`src/rtl/core/markup_to_ansi_stream_converter_top_defines.svh`:
```
// Assertion macros shared by the converter RTL.
`ifndef MARKUP_TO_ANSI_STREAM_CONVERTER_TOP_DEFINES_SVH
`define MARKUP_TO_ANSI_STREAM_CONVERTER_TOP_DEFINES_SVH
`ifndef SYNTHESIS
// a implies b in the same cycle
`define M2A_ASSERT_IMP(lbl, a, b) \
  lbl: assert property (@(posedge clk) disable iff (!rst_n) (a) |-> (b)) \
    else $error("m2a check failed");
// a implies b in the next cycle
`define M2A_ASSERT_NXT(lbl, a, b) \
  lbl: assert property (@(posedge clk) disable iff (!rst_n) (a) |=> (b)) \
    else $error("m2a check failed");
`else
`define M2A_ASSERT_IMP(lbl, a, b)
`define M2A_ASSERT_NXT(lbl, a, b)
`endif
`endif

```
`src/rtl/core/m2a_pkg.sv`:
```
// Types and constants of the markup to ANSI converter.
package m2a_pkg;

  localparam logic [7:0] ESC_BYTE   = 8'h1b;
  localparam logic [7:0] CH_NUL     = 8'h00;
  localparam logic [7:0] CH_LF      = 8'h0a;
  localparam logic [7:0] CH_BSLASH  = 8'h5c;
  localparam logic [7:0] CH_PERCENT = 8'h25;
  localparam logic [7:0] CH_LBRACK  = 8'h5b;
  localparam logic [7:0] CH_M       = 8'h6d;
  localparam logic [7:0] CH_ZERO    = 8'h30;

  // stored tag bytes; names are at most seven bytes after the prefix
  localparam int TAG_STORE = 8;
  localparam int NAME_MAX  = 7;

  // command kinds
  localparam logic [2:0] KIND_NONE  = 3'd0;
  localparam logic [2:0] KIND_LIT   = 3'd1;
  localparam logic [2:0] KIND_ATTR  = 3'd2;
  localparam logic [2:0] KIND_COLOR = 3'd3;
  localparam logic [2:0] KIND_ERR   = 3'd4;

  // error codes
  localparam logic [1:0] ERR_NONE   = 2'd0;
  localparam logic [1:0] ERR_PREFIX = 2'd1;
  localparam logic [1:0] ERR_NAME   = 2'd2;

  localparam logic [7:0] COLOUR_NAME [8][NAME_MAX] = '{
    '{"b", "l", "a", "c", "k", 8'h00, 8'h00},
    '{"r", "e", "d", 8'h00, 8'h00, 8'h00, 8'h00},
    '{"g", "r", "e", "e", "n", 8'h00, 8'h00},
    '{"y", "e", "l", "l", "o", "w", 8'h00},
    '{"b", "l", "u", "e", 8'h00, 8'h00, 8'h00},
    '{"m", "a", "g", "e", "n", "t", "a"},
    '{"c", "y", "a", "n", 8'h00, 8'h00, 8'h00},
    '{"w", "h", "i", "t", "e", 8'h00, 8'h00}
  };
  localparam logic [2:0] COLOUR_LEN [8] = '{
    3'd5, 3'd3, 3'd5, 3'd6, 3'd4, 3'd7, 3'd4, 3'd5
  };

  // one classified input, expanded by the emitter
  typedef struct packed {
    logic [2:0] kind;
    logic [7:0] b0;
    logic [7:0] b1;
    logic [1:0] err;
    logic       line_end;
  } cmd_t;

endpackage

```
`src/rtl/core/m2a_front.sv`:
```
// Front end: accepts input bytes, tracks line and tag state, classifies.
`include "markup_to_ansi_stream_converter_top_defines.svh"
module m2a_front #(
  parameter int LINE_CHUNK = 254,
  parameter int TAG_DEPTH  = 8
) (
  input  logic          clk,
  input  logic          rst_n,
  input  logic          in_valid,
  output logic          in_stall,
  input  logic [7:0]    in_byte,
  input  logic          in_end_of_stream,
  input  logic          q_full,
  output logic          q_push,
  output m2a_pkg::cmd_t q_cmd
);
  import m2a_pkg::*;

  localparam int PW = $clog2(LINE_CHUNK + 1);
  localparam int LW = $clog2(TAG_DEPTH + 2);
  localparam int AW = $clog2(TAG_STORE);

  logic          esc_r, esc_nxt;
  logic          tag_open_r, tag_open_nxt;
  logic [LW-1:0] tag_len_r, tag_len_nxt;
  logic [PW-1:0] pos_r, pos_nxt;
  logic          drop_r, drop_nxt;
  logic          halted_r, halted_nxt;
  logic [7:0]    tag_text_r [TAG_STORE];
  logic          tag_we;

  logic          accept;
  logic [PW-1:0] pos_inc;
  logic          line_end;
  logic          drop_now;
  logic          is_marker;
  logic [7:0]    marker_digit;
  logic [LW-1:0] name_len;
  logic          hit;
  logic [2:0]    hit_idx;
  logic          chars_ok;
  logic [1:0]    tag_err;
  logic [7:0]    base_digit;
  cmd_t          cmd;

  assign in_stall = q_full;
  assign accept   = in_valid && !q_full;
  assign pos_inc  = pos_r + 1'b1;
  assign line_end = (in_byte == CH_LF) || in_end_of_stream || (pos_inc >= PW'(LINE_CHUNK));
  assign drop_now = drop_r || (in_byte == CH_NUL);

  // attribute markers
  always_comb begin
    is_marker    = 1'b1;
    marker_digit = "0";
    unique case (in_byte)
      "$":     marker_digit = "1";
      "!":     marker_digit = "0";
      ">":     marker_digit = "4";
      "~":     marker_digit = "9";
      "/":     marker_digit = "3";
      "*":     marker_digit = "5";
      "&":     marker_digit = "7";
      default: is_marker = 1'b0;
    endcase
  end

  // colour name lookup over the stored tag text
  assign name_len = tag_len_r - 1'b1;
  always_comb begin
    hit     = 1'b0;
    hit_idx = 3'd0;
    for (int i = 0; i < 8; i++) begin
      chars_ok = 1'b1;
      for (int j = 0; j < NAME_MAX; j++) begin
        if (3'(j) < COLOUR_LEN[i] && tag_text_r[j+1] != COLOUR_NAME[i][j]) begin
          chars_ok = 1'b0;
        end
      end
      if (!hit && chars_ok && name_len == LW'(COLOUR_LEN[i])) begin
        hit     = 1'b1;
        hit_idx = 3'(i);
      end
    end
  end

  // tag check: empty or bad prefix, then overlong or unknown name
  always_comb begin
    base_digit = "3";
    tag_err    = ERR_NONE;
    priority if (tag_len_r == '0) begin
      tag_err = ERR_PREFIX;
    end else if (tag_text_r[0] == "b") begin
      base_digit = "4";
    end else if (tag_text_r[0] != "f") begin
      tag_err = ERR_PREFIX;
    end else begin
      base_digit = "3";
    end
    if (tag_err == ERR_NONE && (tag_len_r > LW'(TAG_DEPTH) || !hit)) begin
      tag_err = ERR_NAME;
    end
  end

  // state update and command build
  always_comb begin
    esc_nxt      = esc_r;
    tag_open_nxt = tag_open_r;
    tag_len_nxt  = tag_len_r;
    pos_nxt      = pos_r;
    drop_nxt     = drop_r;
    halted_nxt   = halted_r;
    tag_we       = 1'b0;
    cmd          = '0;
    cmd.kind     = KIND_NONE;
    if (accept && !halted_r) begin
      drop_nxt = drop_now;
      pos_nxt  = pos_inc;
      if (!drop_now) begin
        priority if (in_byte == CH_BSLASH && !esc_r) begin
          esc_nxt = 1'b1;
        end else if (esc_r) begin
          cmd.kind = KIND_LIT;
          cmd.b0   = in_byte;
          esc_nxt  = 1'b0;
        end else if (in_byte == CH_PERCENT) begin
          tag_len_nxt = '0;
          if (!tag_open_r) begin
            tag_open_nxt = 1'b1;
          end else begin
            tag_open_nxt = 1'b0;
            if (tag_err != ERR_NONE) begin
              cmd.kind   = KIND_ERR;
              cmd.err    = tag_err;
              halted_nxt = 1'b1;
            end else begin
              cmd.kind = KIND_COLOR;
              cmd.b0   = base_digit;
              cmd.b1   = CH_ZERO + {5'd0, hit_idx};
            end
          end
        end else if (tag_open_r) begin
          tag_we = tag_len_r < LW'(TAG_STORE);
          if (tag_len_r <= LW'(TAG_DEPTH)) begin
            tag_len_nxt = tag_len_r + 1'b1;
          end
        end else if (is_marker) begin
          cmd.kind = KIND_ATTR;
          cmd.b0   = marker_digit;
        end else begin
          cmd.kind = KIND_LIT;
          cmd.b0   = in_byte;
        end
      end
      // line end, unless the tag error halted the block
      if (line_end && cmd.kind != KIND_ERR) begin
        cmd.line_end = 1'b1;
        esc_nxt      = 1'b0;
        tag_open_nxt = 1'b0;
        tag_len_nxt  = '0;
        drop_nxt     = 1'b0;
        pos_nxt      = '0;
      end
    end
  end

  assign q_push = (cmd.kind != KIND_NONE) || cmd.line_end;
  assign q_cmd  = cmd;

  // control state
  always_ff @(posedge clk) begin
    if (!rst_n) begin
      esc_r      <= 1'b0;
      tag_open_r <= 1'b0;
      tag_len_r  <= '0;
      pos_r      <= '0;
      drop_r     <= 1'b0;
      halted_r   <= 1'b0;
    end else begin
      esc_r      <= esc_nxt;
      tag_open_r <= tag_open_nxt;
      tag_len_r  <= tag_len_nxt;
      pos_r      <= pos_nxt;
      drop_r     <= drop_nxt;
      halted_r   <= halted_nxt;
    end
  end

  // tag text, no reset
  always_ff @(posedge clk) begin
    if (tag_we) begin
      tag_text_r[tag_len_r[AW-1:0]] <= in_byte;
    end
  end

  `M2A_ASSERT_NXT(a_halt_sticky, halted_r, halted_r)
  `M2A_ASSERT_IMP(a_pos_range, 1'b1, pos_r < PW'(LINE_CHUNK))
  `M2A_ASSERT_IMP(a_halt_no_push, halted_r, !q_push)

endmodule

```
`src/rtl/core/m2a_queue.sv`:
```
// Short command queue between the front end and the emitter.
module m2a_queue #(
  parameter int DEPTH = 4
) (
  input  logic          clk,
  input  logic          rst_n,
  input  logic          push,
  input  m2a_pkg::cmd_t push_cmd,
  input  logic          pop,
  output m2a_pkg::cmd_t head_cmd,
  output logic          empty,
  output logic          full
);
  import m2a_pkg::*;

  localparam int PW = (DEPTH > 1) ? $clog2(DEPTH) : 1;
  localparam int CW = $clog2(DEPTH + 1);

  cmd_t          slot_r [DEPTH];
  logic [PW-1:0] wr_ptr_r, wr_ptr_nxt;
  logic [PW-1:0] rd_ptr_r, rd_ptr_nxt;
  logic [CW-1:0] count_r, count_nxt;
  logic          do_push, do_pop;

  assign empty    = (count_r == '0);
  assign full     = (count_r == CW'(DEPTH));
  assign do_push  = push && !full;
  assign do_pop   = pop && !empty;
  assign head_cmd = slot_r[rd_ptr_r];

  // pointer and count update
  always_comb begin
    wr_ptr_nxt = wr_ptr_r;
    rd_ptr_nxt = rd_ptr_r;
    count_nxt  = count_r;
    if (do_push) begin
      wr_ptr_nxt = (wr_ptr_r == PW'(DEPTH - 1)) ? '0 : wr_ptr_r + 1'b1;
    end
    if (do_pop) begin
      rd_ptr_nxt = (rd_ptr_r == PW'(DEPTH - 1)) ? '0 : rd_ptr_r + 1'b1;
    end
    if (do_push && !do_pop) begin
      count_nxt = count_r + 1'b1;
    end else if (do_pop && !do_push) begin
      count_nxt = count_r - 1'b1;
    end
  end

  always_ff @(posedge clk) begin
    if (!rst_n) begin
      wr_ptr_r <= '0;
      rd_ptr_r <= '0;
      count_r  <= '0;
    end else begin
      wr_ptr_r <= wr_ptr_nxt;
      rd_ptr_r <= rd_ptr_nxt;
      count_r  <= count_nxt;
    end
  end

  // slot storage
  always_ff @(posedge clk) begin
    if (do_push) begin
      slot_r[wr_ptr_r] <= push_cmd;
    end
  end

endmodule

```
`src/rtl/core/m2a_back.sv`:
```
// Emitter: expands queued commands into output bytes, one per cycle while out_stall is low.
`include "markup_to_ansi_stream_converter_top_defines.svh"
module m2a_back (
  input  logic          clk,
  input  logic          rst_n,
  input  m2a_pkg::cmd_t head_cmd,
  input  logic          q_empty,
  output logic          q_pop,
  output logic          out_valid,
  input  logic          out_stall,
  output logic [7:0]    out_byte,
  output logic          out_last_of_run,
  output logic [1:0]    out_error_code
);
  import m2a_pkg::*;

  logic [3:0] idx_r, idx_nxt;
  logic       out_valid_r, out_valid_nxt;
  logic [7:0] out_byte_r;
  logic       out_last_r;
  logic [1:0] out_err_r;
  logic       can_load, load;
  logic [2:0] body_len;
  logic [3:0] total;
  logic [3:0] le_idx;
  logic [7:0] cur_byte;
  logic       cur_last;

  assign can_load = !out_valid_r || !out_stall;
  assign load     = can_load && !q_empty;

  // body length per kind, line end adds four bytes
  always_comb begin
    unique case (head_cmd.kind)
      KIND_LIT:   body_len = 3'd1;
      KIND_ATTR:  body_len = 3'd4;
      KIND_COLOR: body_len = 3'd5;
      KIND_ERR:   body_len = 3'd1;
      default:    body_len = 3'd0;
    endcase
  end
  assign total    = {1'b0, body_len} + (head_cmd.line_end ? 4'd4 : 4'd0);
  assign le_idx   = idx_r - {1'b0, body_len};
  assign cur_last = (idx_r == total - 4'd1);

  // byte select
  always_comb begin
    cur_byte = CH_NUL;
    if (idx_r >= {1'b0, body_len}) begin
      unique case (le_idx[1:0])
        2'd0:    cur_byte = ESC_BYTE;
        2'd1:    cur_byte = CH_LBRACK;
        2'd2:    cur_byte = CH_ZERO;
        default: cur_byte = CH_M;
      endcase
    end else begin
      unique case (head_cmd.kind)
        KIND_LIT: cur_byte = head_cmd.b0;
        KIND_ATTR: begin
          unique case (idx_r[1:0])
            2'd0:    cur_byte = ESC_BYTE;
            2'd1:    cur_byte = CH_LBRACK;
            2'd2:    cur_byte = head_cmd.b0;
            default: cur_byte = CH_M;
          endcase
        end
        KIND_COLOR: begin
          unique case (idx_r[2:0])
            3'd0:    cur_byte = ESC_BYTE;
            3'd1:    cur_byte = CH_LBRACK;
            3'd2:    cur_byte = head_cmd.b0;
            3'd3:    cur_byte = head_cmd.b1;
            default: cur_byte = CH_M;
          endcase
        end
        default: cur_byte = CH_NUL;
      endcase
    end
  end

  // step and valid control
  always_comb begin
    idx_nxt       = idx_r;
    out_valid_nxt = out_valid_r;
    q_pop         = 1'b0;
    if (can_load) begin
      out_valid_nxt = !q_empty;
    end
    if (load) begin
      if (cur_last) begin
        idx_nxt = 4'd0;
        q_pop   = 1'b1;
      end else begin
        idx_nxt = idx_r + 4'd1;
      end
    end
  end

  always_ff @(posedge clk) begin
    if (!rst_n) begin
      idx_r       <= 4'd0;
      out_valid_r <= 1'b0;
    end else begin
      idx_r       <= idx_nxt;
      out_valid_r <= out_valid_nxt;
    end
  end

  // output register
  always_ff @(posedge clk) begin
    if (load) begin
      out_byte_r <= cur_byte;
      out_last_r <= cur_last;
      out_err_r  <= (head_cmd.kind == KIND_ERR) ? head_cmd.err : ERR_NONE;
    end
  end

  assign out_valid       = out_valid_r;
  assign out_byte        = out_byte_r;
  assign out_last_of_run = out_last_r;
  assign out_error_code  = out_err_r;

  `M2A_ASSERT_IMP(a_err_is_last, out_valid_r && out_err_r != ERR_NONE, out_last_r)
  `M2A_ASSERT_IMP(a_idx_in_cmd, !q_empty, idx_r < total)
  `M2A_ASSERT_IMP(a_mid_cmd_held, idx_r != 4'd0, !q_empty)

endmodule

```
`src/rtl/core/markup_to_ansi_stream_converter_top.sv`:
```
// The first result byte of an input passes through the command queue slot, then the output register.
// Throughput: one input per cycle while the 4-entry command queue has room;
// the emitter sends one byte per cycle while out_stall is low, popping a command at its last.
// Sustained rate for plain text is one byte per cycle in and out while out_stall is low.
// Reset: synchronous active-low rst_n clears line, tag and halt state and the queue.
module markup_to_ansi_stream_converter_top #(
  parameter int LINE_CHUNK  = 254,
  parameter int TAG_DEPTH   = 8,
  parameter int QUEUE_DEPTH = 4
) (
  input  logic       clk,
  input  logic       rst_n,
  input  logic       in_valid,
  output logic       in_stall,
  input  logic [7:0] in_byte,
  input  logic       in_end_of_stream,
  output logic       out_valid,
  input  logic       out_stall,
  output logic [7:0] out_byte,
  output logic       out_last_of_run,
  output logic [1:0] out_error_code
);
  import m2a_pkg::*;

  cmd_t push_cmd, head_cmd;
  logic push, pop, q_empty, q_full;

  m2a_front #(
    .LINE_CHUNK(LINE_CHUNK),
    .TAG_DEPTH (TAG_DEPTH)
  ) u_front (
    .clk             (clk),
    .rst_n           (rst_n),
    .in_valid        (in_valid),
    .in_stall        (in_stall),
    .in_byte         (in_byte),
    .in_end_of_stream(in_end_of_stream),
    .q_full          (q_full),
    .q_push          (push),
    .q_cmd           (push_cmd)
  );

  m2a_queue #(
    .DEPTH(QUEUE_DEPTH)
  ) u_queue (
    .clk     (clk),
    .rst_n   (rst_n),
    .push    (push),
    .push_cmd(push_cmd),
    .pop     (pop),
    .head_cmd(head_cmd),
    .empty   (q_empty),
    .full    (q_full)
  );

  m2a_back u_back (
    .clk            (clk),
    .rst_n          (rst_n),
    .head_cmd       (head_cmd),
    .q_empty        (q_empty),
    .q_pop          (pop),
    .out_valid      (out_valid),
    .out_stall      (out_stall),
    .out_byte       (out_byte),
    .out_last_of_run(out_last_of_run),
    .out_error_code (out_error_code)
  );

endmodule

```
`config.mk`:
```
export PLATFORM = sky130hd
export DESIGN_NAME = markup_to_ansi_stream_converter_top
export DESIGN_NICKNAME = d
export VERILOG_FILES = /design/src/rtl/core/m2a_pkg.sv /design/src/rtl/core/m2a_front.sv /design/src/rtl/core/m2a_queue.sv /design/src/rtl/core/m2a_back.sv /design/src/rtl/core/markup_to_ansi_stream_converter_top.sv
export VERILOG_INCLUDE_DIRS = /design/src /design/src/rtl/core
export SDC_FILE = /design/constraint.sdc
export NUM_CORES = 1
export LEC_CHECK = 0
export BUFFER_PORTS_ARGS = -buffer_cell sky130_fd_sc_hd__buf_2
export CORE_UTILIZATION = 50
export DETAILED_ROUTE_END_ITERATION = 7
export GPL_TIMING_DRIVEN = 0
export PLACE_DENSITY = 0.66
export SETUP_SLACK_MARGIN = 0.05
export SLEW_MARGIN = 25
export SYNTH_ARGS = -nofsm -noshare
export SYNTH_HDL_FRONTEND = slang
export SYNTH_SLANG_ARGS = --single-unit
```
`constraint.sdc`:
```
create_clock -name clk -period 7.1 [get_ports clk]
set_clock_uncertainty 0.15 [all_clocks]
set_input_delay 0.355 -clock clk [delete_from_list [all_inputs] [get_ports clk]]
set_output_delay 0.355 -clock clk [all_outputs]
set_load 0.02 [all_outputs]
```
==> Yosys cells after proc, flatten, opt, wreduce, memory -nomap -nowiden <==
Memories as Yosys holds them, arrays and structs flattened. A register that Yosys moved wholly into a read port is not among the register bits.
Cells that the tools add are included.
{ "classes": {"reduce_logical": 66, "mux": 119, "eq_ne": 68, "addsub": 12, "n_bitwise": 3, "n_lt_le_gt_ge": 5} }
{ "ops": {"columns": ["op", "count"], "rows": [
  ["!= test 8 x 7 -> 1 bit (second input constant)", 33],
  ["two-way mux 21 bit", 4],
  ["two-way mux 1 bit", 71],
  ["equality test 8 x 6 -> 1 bit (second input constant)", 7],
  ["case mux 8 bit (3 select lines)", 2],
  ["two-way mux 10 bit", 4],
  ["two-way mux 3 bit", 11],
  ["two-way mux 4 bit", 8],
  ["case mux 8 bit (4 select lines)", 1],
  ["logical AND 1 bit", 25],
  ["equality test 8 x 7 -> 1 bit (second input constant)", 3],
  ["two-way mux 8 bit", 3],
  ["case mux 4 bit (6 select lines)", 1],
  ["two-way mux 11 bit", 2],
  ["two-way mux 22 bit", 1],
  ["case mux 7 bit (3 select lines)", 1],
  ["equality test 4 x 3 -> 1 bit (second input constant)", 4],
  ["zero test 1 bit", 16],
  ["two-way mux 16 bit", 1],
  ["two-way mux 2 bit", 8],
  ["equality test 3 x 2 -> 1 bit (second input constant)", 4],
  ["case mux 3 bit (3 select lines)", 1],
  ["nonzero test 3 bit", 3],
  ["adder 4 x 1 -> 4 bit (second input constant)", 2],
  ["35 further kinds", 57]
]} }
{ "word_totals": {"ram_bits": 152, "register_bits": 39, "wordCells": 289, "output_inout_bits": 13, "mem_count": 2, "inputBits": 13} }
{ "mem_list": {"columns": ["memory", "depth", "width", "read_ports", "rd_ports_with_merged_regs", "wr", "line_no", "rtl"], "rows": [
  ["u_queue.slot_r", 4, 22, 1, 1, 1, "m2a_queue.sv:19", "cmd_t slot_r [DEPTH];"],
  ["u_front.tag_text_r", 8, 8, 8, 0, 1, "m2a_front.sv:29", "logic [7:0] tag_text_r [TAG_STORE];"]
]} }

==> Depth between registers and ports, before layout <==
An unclocked memory read counts as a cell.
{ "depth": {"word_depth": 60, "ltp_mapped": 18, "mapped_depth_nobuf": 17} }

==> Modules after synthesis <==
From an unflattened synthesis, not the netlist that was laid out.
{ "hier_totals": {"cells_unflattened": 657, "area_unflattened_um2": 9006.1} }
{ "by_module_without_submodules": {"columns": ["module", "instances", "area_per_inst_um2", "cells_per_inst", "seq_area_each_um2"], "rows": [
  ["m2a_front", 1, 4043.9, 356, 2242.2],
  ["m2a_queue", 1, 3731.1, 165, 2822.7],
  ["m2a_back", 1, 1231.2, 136, 430.4]
]} }

==> Worst setup path after synthesis <==
No wires, ideal clock.
{ "synth_path": {"path_type": "register to register", "start": "reg with a tool-made name", "end": "reg u_queue.count_r[2]", "path_slack_ps": 3016, "period_less_slack_ps": 4084, "setup_time_ps": 76, "stages_incl_launch_ff": 18, "n_path_buf": 2, "arrival_time_ps": 3859, "t_required_ps": 6874, "path_cell_list": "dfxtp_1 buf_2 buf_1 mux4_2 inv_1 ha_1 inv_1 ha_1 xnor2_1 xnor2_1 nor4_1 nand2_1 ha_1 inv_1 fa_1 xor2_1 or3_1 a21boi_0"} }
{ "synth_lines": {"columns": ["item", "line_no", "rtl"], "rows": [
  ["end signal, assigned", "m2a_queue.sv:57", "count_r <= count_nxt;"],
  ["end, declared", "m2a_queue.sv:22", "logic [CW-1:0] count_r, count_nxt;"]
]} }

==> Worst setup path after layout <==
{ "layout_path": {"start": "reg u_front.tag_len_r[1]", "end": "reg u_queue.count_r[2]"} }
{ "layout_between": {"elab_chain_len": 53, "elab_cells_between_ends": 64, "cone_classes": "add/sub (1); order compare (1); eq/ne (6); mux (20); reduce/logical (36)"} }
{ "layout_lines": {"columns": ["item", "line_no", "rtl"], "rows": [
  ["start, declared", "m2a_front.sv:25", "logic [LW-1:0] tag_len_r, tag_len_nxt;"],
  ["start signal, assigned", "m2a_front.sv:182", "tag_len_r <= tag_len_nxt;"],
  ["subtractor 4 x 1 -> 4 bit", "m2a_front.sv:69", "assign name_len = tag_len_r - 1'b1;"],
  ["equality test 4 x 3 -> 1 bit", "m2a_front.sv:80", "if (!hit && chars_ok && name_len == LW'(COLOUR_LEN[i])) begin"],
  ["logical AND 1 bit", "m2a_front.sv:80", null],
  ["two-way mux 1 bit", "m2a_front.sv:80", null],
  ["zero test 1 bit", "m2a_front.sv:80", null],
  ["logical AND 1 bit (2 in series)", "m2a_front.sv:80", null],
  ["two-way mux 1 bit", "m2a_front.sv:80", null],
  ["zero test 1 bit", "m2a_front.sv:80", null],
  ["(+37 left out)", null, null],
  ["two-way mux 1 bit", "m2a_front.sv:156", "if (line_end && cmd.kind != KIND_ERR) begin"],
  ["two-way mux 22 bit *", "m2a_front.sv:116", "if (accept && !halted_r) begin"],
  ["logical OR 1 bit *", "m2a_front.sv:167", "assign q_push = (cmd.kind != KIND_NONE) || cmd.line_end;"],
  ["logical AND 1 bit *", "m2a_queue.sv:27", "assign do_push = push && !full;"],
  ["net u_queue.do_push", "m2a_queue.sv:23", "logic do_push, do_pop;"],
  ["zero test 1 bit", "m2a_queue.sv:44", "end else if (do_pop && !do_push) begin"],
  ["logical AND 1 bit", "m2a_queue.sv:44", null],
  ["nonzero test 2 bit (no source line)", null, null]
]} }
Mark *: on every way through the listed nets, which the timed path passes. The rest lies on a longest branch. The select of a mux whose other input is x is not followed.
A chain may end at the register's enable or synchronous reset.

==> flow_metrics.py <==
metrics = {
    "flow_run": {
        "cap_violations": 0,
    },
    "cts": {
        "htree_levels": 4,
        "insertion_delay_ns": 0.44,
        "cts_buffers": 17,
        "postCtsSetupRepairBufs": 0,
        "holdBufCountCts": 0,
        "root_buffer": "clkbuf_16",
        "cts_resized": 0,
        "clk_path_buf_depth": 2,
        "clk_pin_slew_worst_paths_ns": 0.07,
        "cts_tree": "done",
        "clock-sinks": 177,
    },
    "die": {
        "fp.dieH_um": 134.2,
        "fp.coreArea_um2": 16820,
        "start_util_pct": 51.92,
        "io_pins": 26,
        "row_count": 47,
        "dieWidth_um": 134.2,
        "dieArea_um2": 18000,
    },
    "sta": {
        "final_max_slew_viol_count": 0,
        "rsz0062_at_grt": "false",
        "maxClockFrequency_mhz": 200.5,
        "setup_viol_count_final": 0,
        "final.period_utilization_pct": 70.24,
        "worst_pin_slew_ns": 0.9102,
        "period_needed_ns": 4.987,
        "finalHoldViolations": 0,
        "max_slew_margin_pct": 38.95,
        "final.setup.tns_ns": 0,
    },
    "layout": {
        "final_layout_size_suffix_gt1_share_pct": 14.02,
        "area_growth_pct": 12.91,
        "antenna_cells": 0,
        "multi_input_area_um2": 3563,
        "final_nets": 780,
        "nFillCells": 1391,
        "seq_area_um2": 5015,
    },
    "setup_path": {
        "cpMaxStageDelayCell": "nor4_1",
        "required_ns": 7.30,
        "crit_family": "simple AND/OR/NAND/NOR gates",
        "crit_top_cell": "inv_1",
        "crit_chain": "clkbuf_1 > inv_1 > ha_1 > nand2b_1 > o21ai_0 > nand4_1 > o22ai_1 > nor4_1 > o21ai_1 > nor3_4 > inv_1 > ha_1 > inv_1 > fa_1 > xor2_1 > or3_1 > a21boi_0",
        "path_max_fanout": 10,
        "cp-end-kind": "flop",
        "startpoint_type": "flop",
        "worstSetupPathType": "flop to flop",
        "worst-path-buf-inv": 4,
        "worstPathArrival_ns": 5.19,
        "critPathMaxStageDelay_ns": 0.74,
    },
    "placement": {
        "gp_congestion": 0.9136,
        "port_buffers": 25,
        "hpwlAfterDp_um": 14870,
    },
    "routing": {
        "dr.pass1.iters": 5,
        "viasPerCell": 6.189,
        "wl_per_cell_um": 20.91,
        "vias": 6040,
        "route.detailed.drc": 0,
        "wl_um": 20410,
        "ant_nets": 0,
        "drt_iter0_drc": 543,
    },
    "yosys": {
        "synth-seq-area-share_pct": 57.43,
        "synth_fp_nets": 731,
        "syn_inst": 694,
        "ys_ff_latch": 177,
        "yosysTopAreaCellShare_pct": 50.55,
        "async_flop_share_pct": 0,
        "yosys_warnings": 0,
        "synth_edf_count": 147,
        "synth_top_area_cell": "edfxtp_1",
        "synthDistinctLibCells": 78,
        "yosys-top-cells-count": "edfxtp_1, nand2_1, nor2_1",
        "synth_top_flop_cell": "edfxtp_1",
        "yosysMostFrequentCell": "edfxtp_1",
        "yosys-top-cells-area": "edfxtp_1, dfxtp_1, mux4_2",
        "netlist_area_um2": 8732,
        "avgSynthCellArea_um2": 12.58,
    },
    "global_route": {
        "grt_usage_pct": 23.81,
        "antenna_found_initial": 0,
        "grt_pass1_wl_um": 32170,
        "gr-total-overflow": 0,
        "grt_max_degree": 18,
        "grt_pass1_vias": 5968,
    },
    "run_status": {
        "status": "complete, no violations",
    },
    "power": {
        "leakagePower_nw": 3.309,
        "total_power_w": 0.003164,
        "power_density_nw_per_um2": 320.9,
        "ir_drop_v": 0.0001859,
    },
    "hold_path": {
        "hp-class": "input pin to flop",
    },
}
[flip-flops by register name, summed over array words and instances, names as in the netlist, named ones only]
name / flops
u_front.halted_r: 1
u_front.drop_r: 1
u_queue.wr_ptr_r: 2
u_front.tag_open_r: 1
u_back.out_valid: 1
u_queue.rd_ptr_r: 2
u_front.esc_r: 1
u_front.tag_text_r: 64
u_back.idx_r: 4
u_back.out_error_code: 2
u_queue.count_r: 3
u_queue.slot_r: 72
u_back.out_byte: 8
u_back.out_last_of_run: 1
u_front.pos_r: 8
u_front.tag_len_r: 4
[cells by family after synthesis]
family / after synthesis / share of synthesized area, %
compound gates: 127 / 10.27
xor+xnor: 16 / 1.605
fa+ha+maj: 24 / 3.525
buf+inv: 49 / 2.121
flops: 177 / 57.43
mux: 24 / 5.330
simple gates: 277 / 19.72
[worst register-to-register path, stage by stage (launching register included)]
cell and delay (ns):
dfxtp_1 0.37, clkbuf_1 0.37, inv_1 0.17, ha_1 0.27, nand2b_1 0.20, o21ai_0 0.23, nand4_1 0.29, o22ai_1 0.15
nor4_1 0.74, o21ai_1 0.29, nor3_4 0.44, inv_1 0.09, ha_1 0.23, inv_1 0.10, fa_1 0.21, xor2_1 0.09
or3_1 0.32, a21boi_0 0.20
[metrics by stage]
step	cell area, µm²	worst slack [ns]	instances	hold WS [ns]	util (%)
after detailed placement	9215	2.149	944	0.3290	54.79
after floorplan	8732	3.016	694	0.3039	-
after CTS	9854	2.130	976	0.02674	58.59
final	9859	2.113	976	0.03988	58.62
after global routing	9859	1.699	976	0.05711	58.62
after global placement	9133	2.085	939	0.3110	54.30
[final cells by class]
type	instances	area share (%)
flip-flops and latches	177	50.86
multi-input cells	468	36.14
clock buffers	24	5.761
well taps	220	2.792
repair buffers	30	1.840
inverters	27	1.028
plain buffers	22	0.8503
clock inverters	8	0.7233
[path summary, 6_finish.rpt]
kind                                     start                               to  slack (ns)  depth (start not counted)
max          u_front.tag_len_r[1]$_SDFFE_PN0P_  u_queue.count_r[2]$_SDFFE_PN0P_        2.11                         17
min                                  out_stall    u_back.out_valid$_SDFFE_PN0N_        0.04                          3
max reg2reg  u_front.tag_len_r[1]$_SDFFE_PN0P_  u_queue.count_r[2]$_SDFFE_PN0P_        2.11                         17
min reg2reg      u_back.out_valid$_SDFFE_PN0N_    u_back.out_valid$_SDFFE_PN0N_        0.34                          2
[per-layer routing]
metal	global-route usage [%]	wire length, µm	vias to the layer above
li1	-	-	2833
met1	30.75	9151	3008
met2	40.30	10130	170
met3	4.535	724	29
met4	8.115	404	0
met5	0	0	-
[cell usage in the layout (no fill, tap or decap), types with 5 or more instances in the layout]
cell / netlist / final
a211oi_1: 6 / 6
a21o_1: 5 / 5
a21oi_1: 20 / 19
a31oi_1: 8 / 8
and2_1: 11 / 11
and3_1: 9 / 9
buf_2: 1 / 26
buf_6: 0 / 5
clkbuf_1: 19 / 20
clkbuf_16: 0 / 22
dfxtp_1: 30 / 30
edfxtp_1: 147 / 147
ha_1: 23 / 23
inv_1: 27 / 27
mux2i_1: 6 / 6
mux4_2: 18 / 18
nand2_1: 45 / 45
nand2b_1: 5 / 5
nand3_1: 18 / 18
nand3b_1: 12 / 12
nand4_1: 11 / 11
nand4b_1: 7 / 7
nor2_1: 40 / 40
nor2b_1: 18 / 14
nor3_1: 16 / 14
nor3b_1: 7 / 7
nor4_1: 9 / 9
nor4b_1: 5 / 5
nor4bb_1: 9 / 9
o2111ai_1: 5 / 5
o21a_1: 7 / 7
o21ai_0: 25 / 25
o22ai_1: 6 / 6
o31ai_1: 6 / 6
or3_1: 7 / 7
or4_1: 15 / 15
xnor2_1: 9 / 9
xor2_1: 7 / 7
[power breakdown]
part	switching (W)	internal (W)	total, W
Clock	0.000417	0.000573	0.000990
Combinational	0.000507	0.000320	0.000827
Sequential	0.0000521	0.00129	0.00135
Note: power is estimated with default switching activity, not from simulation.
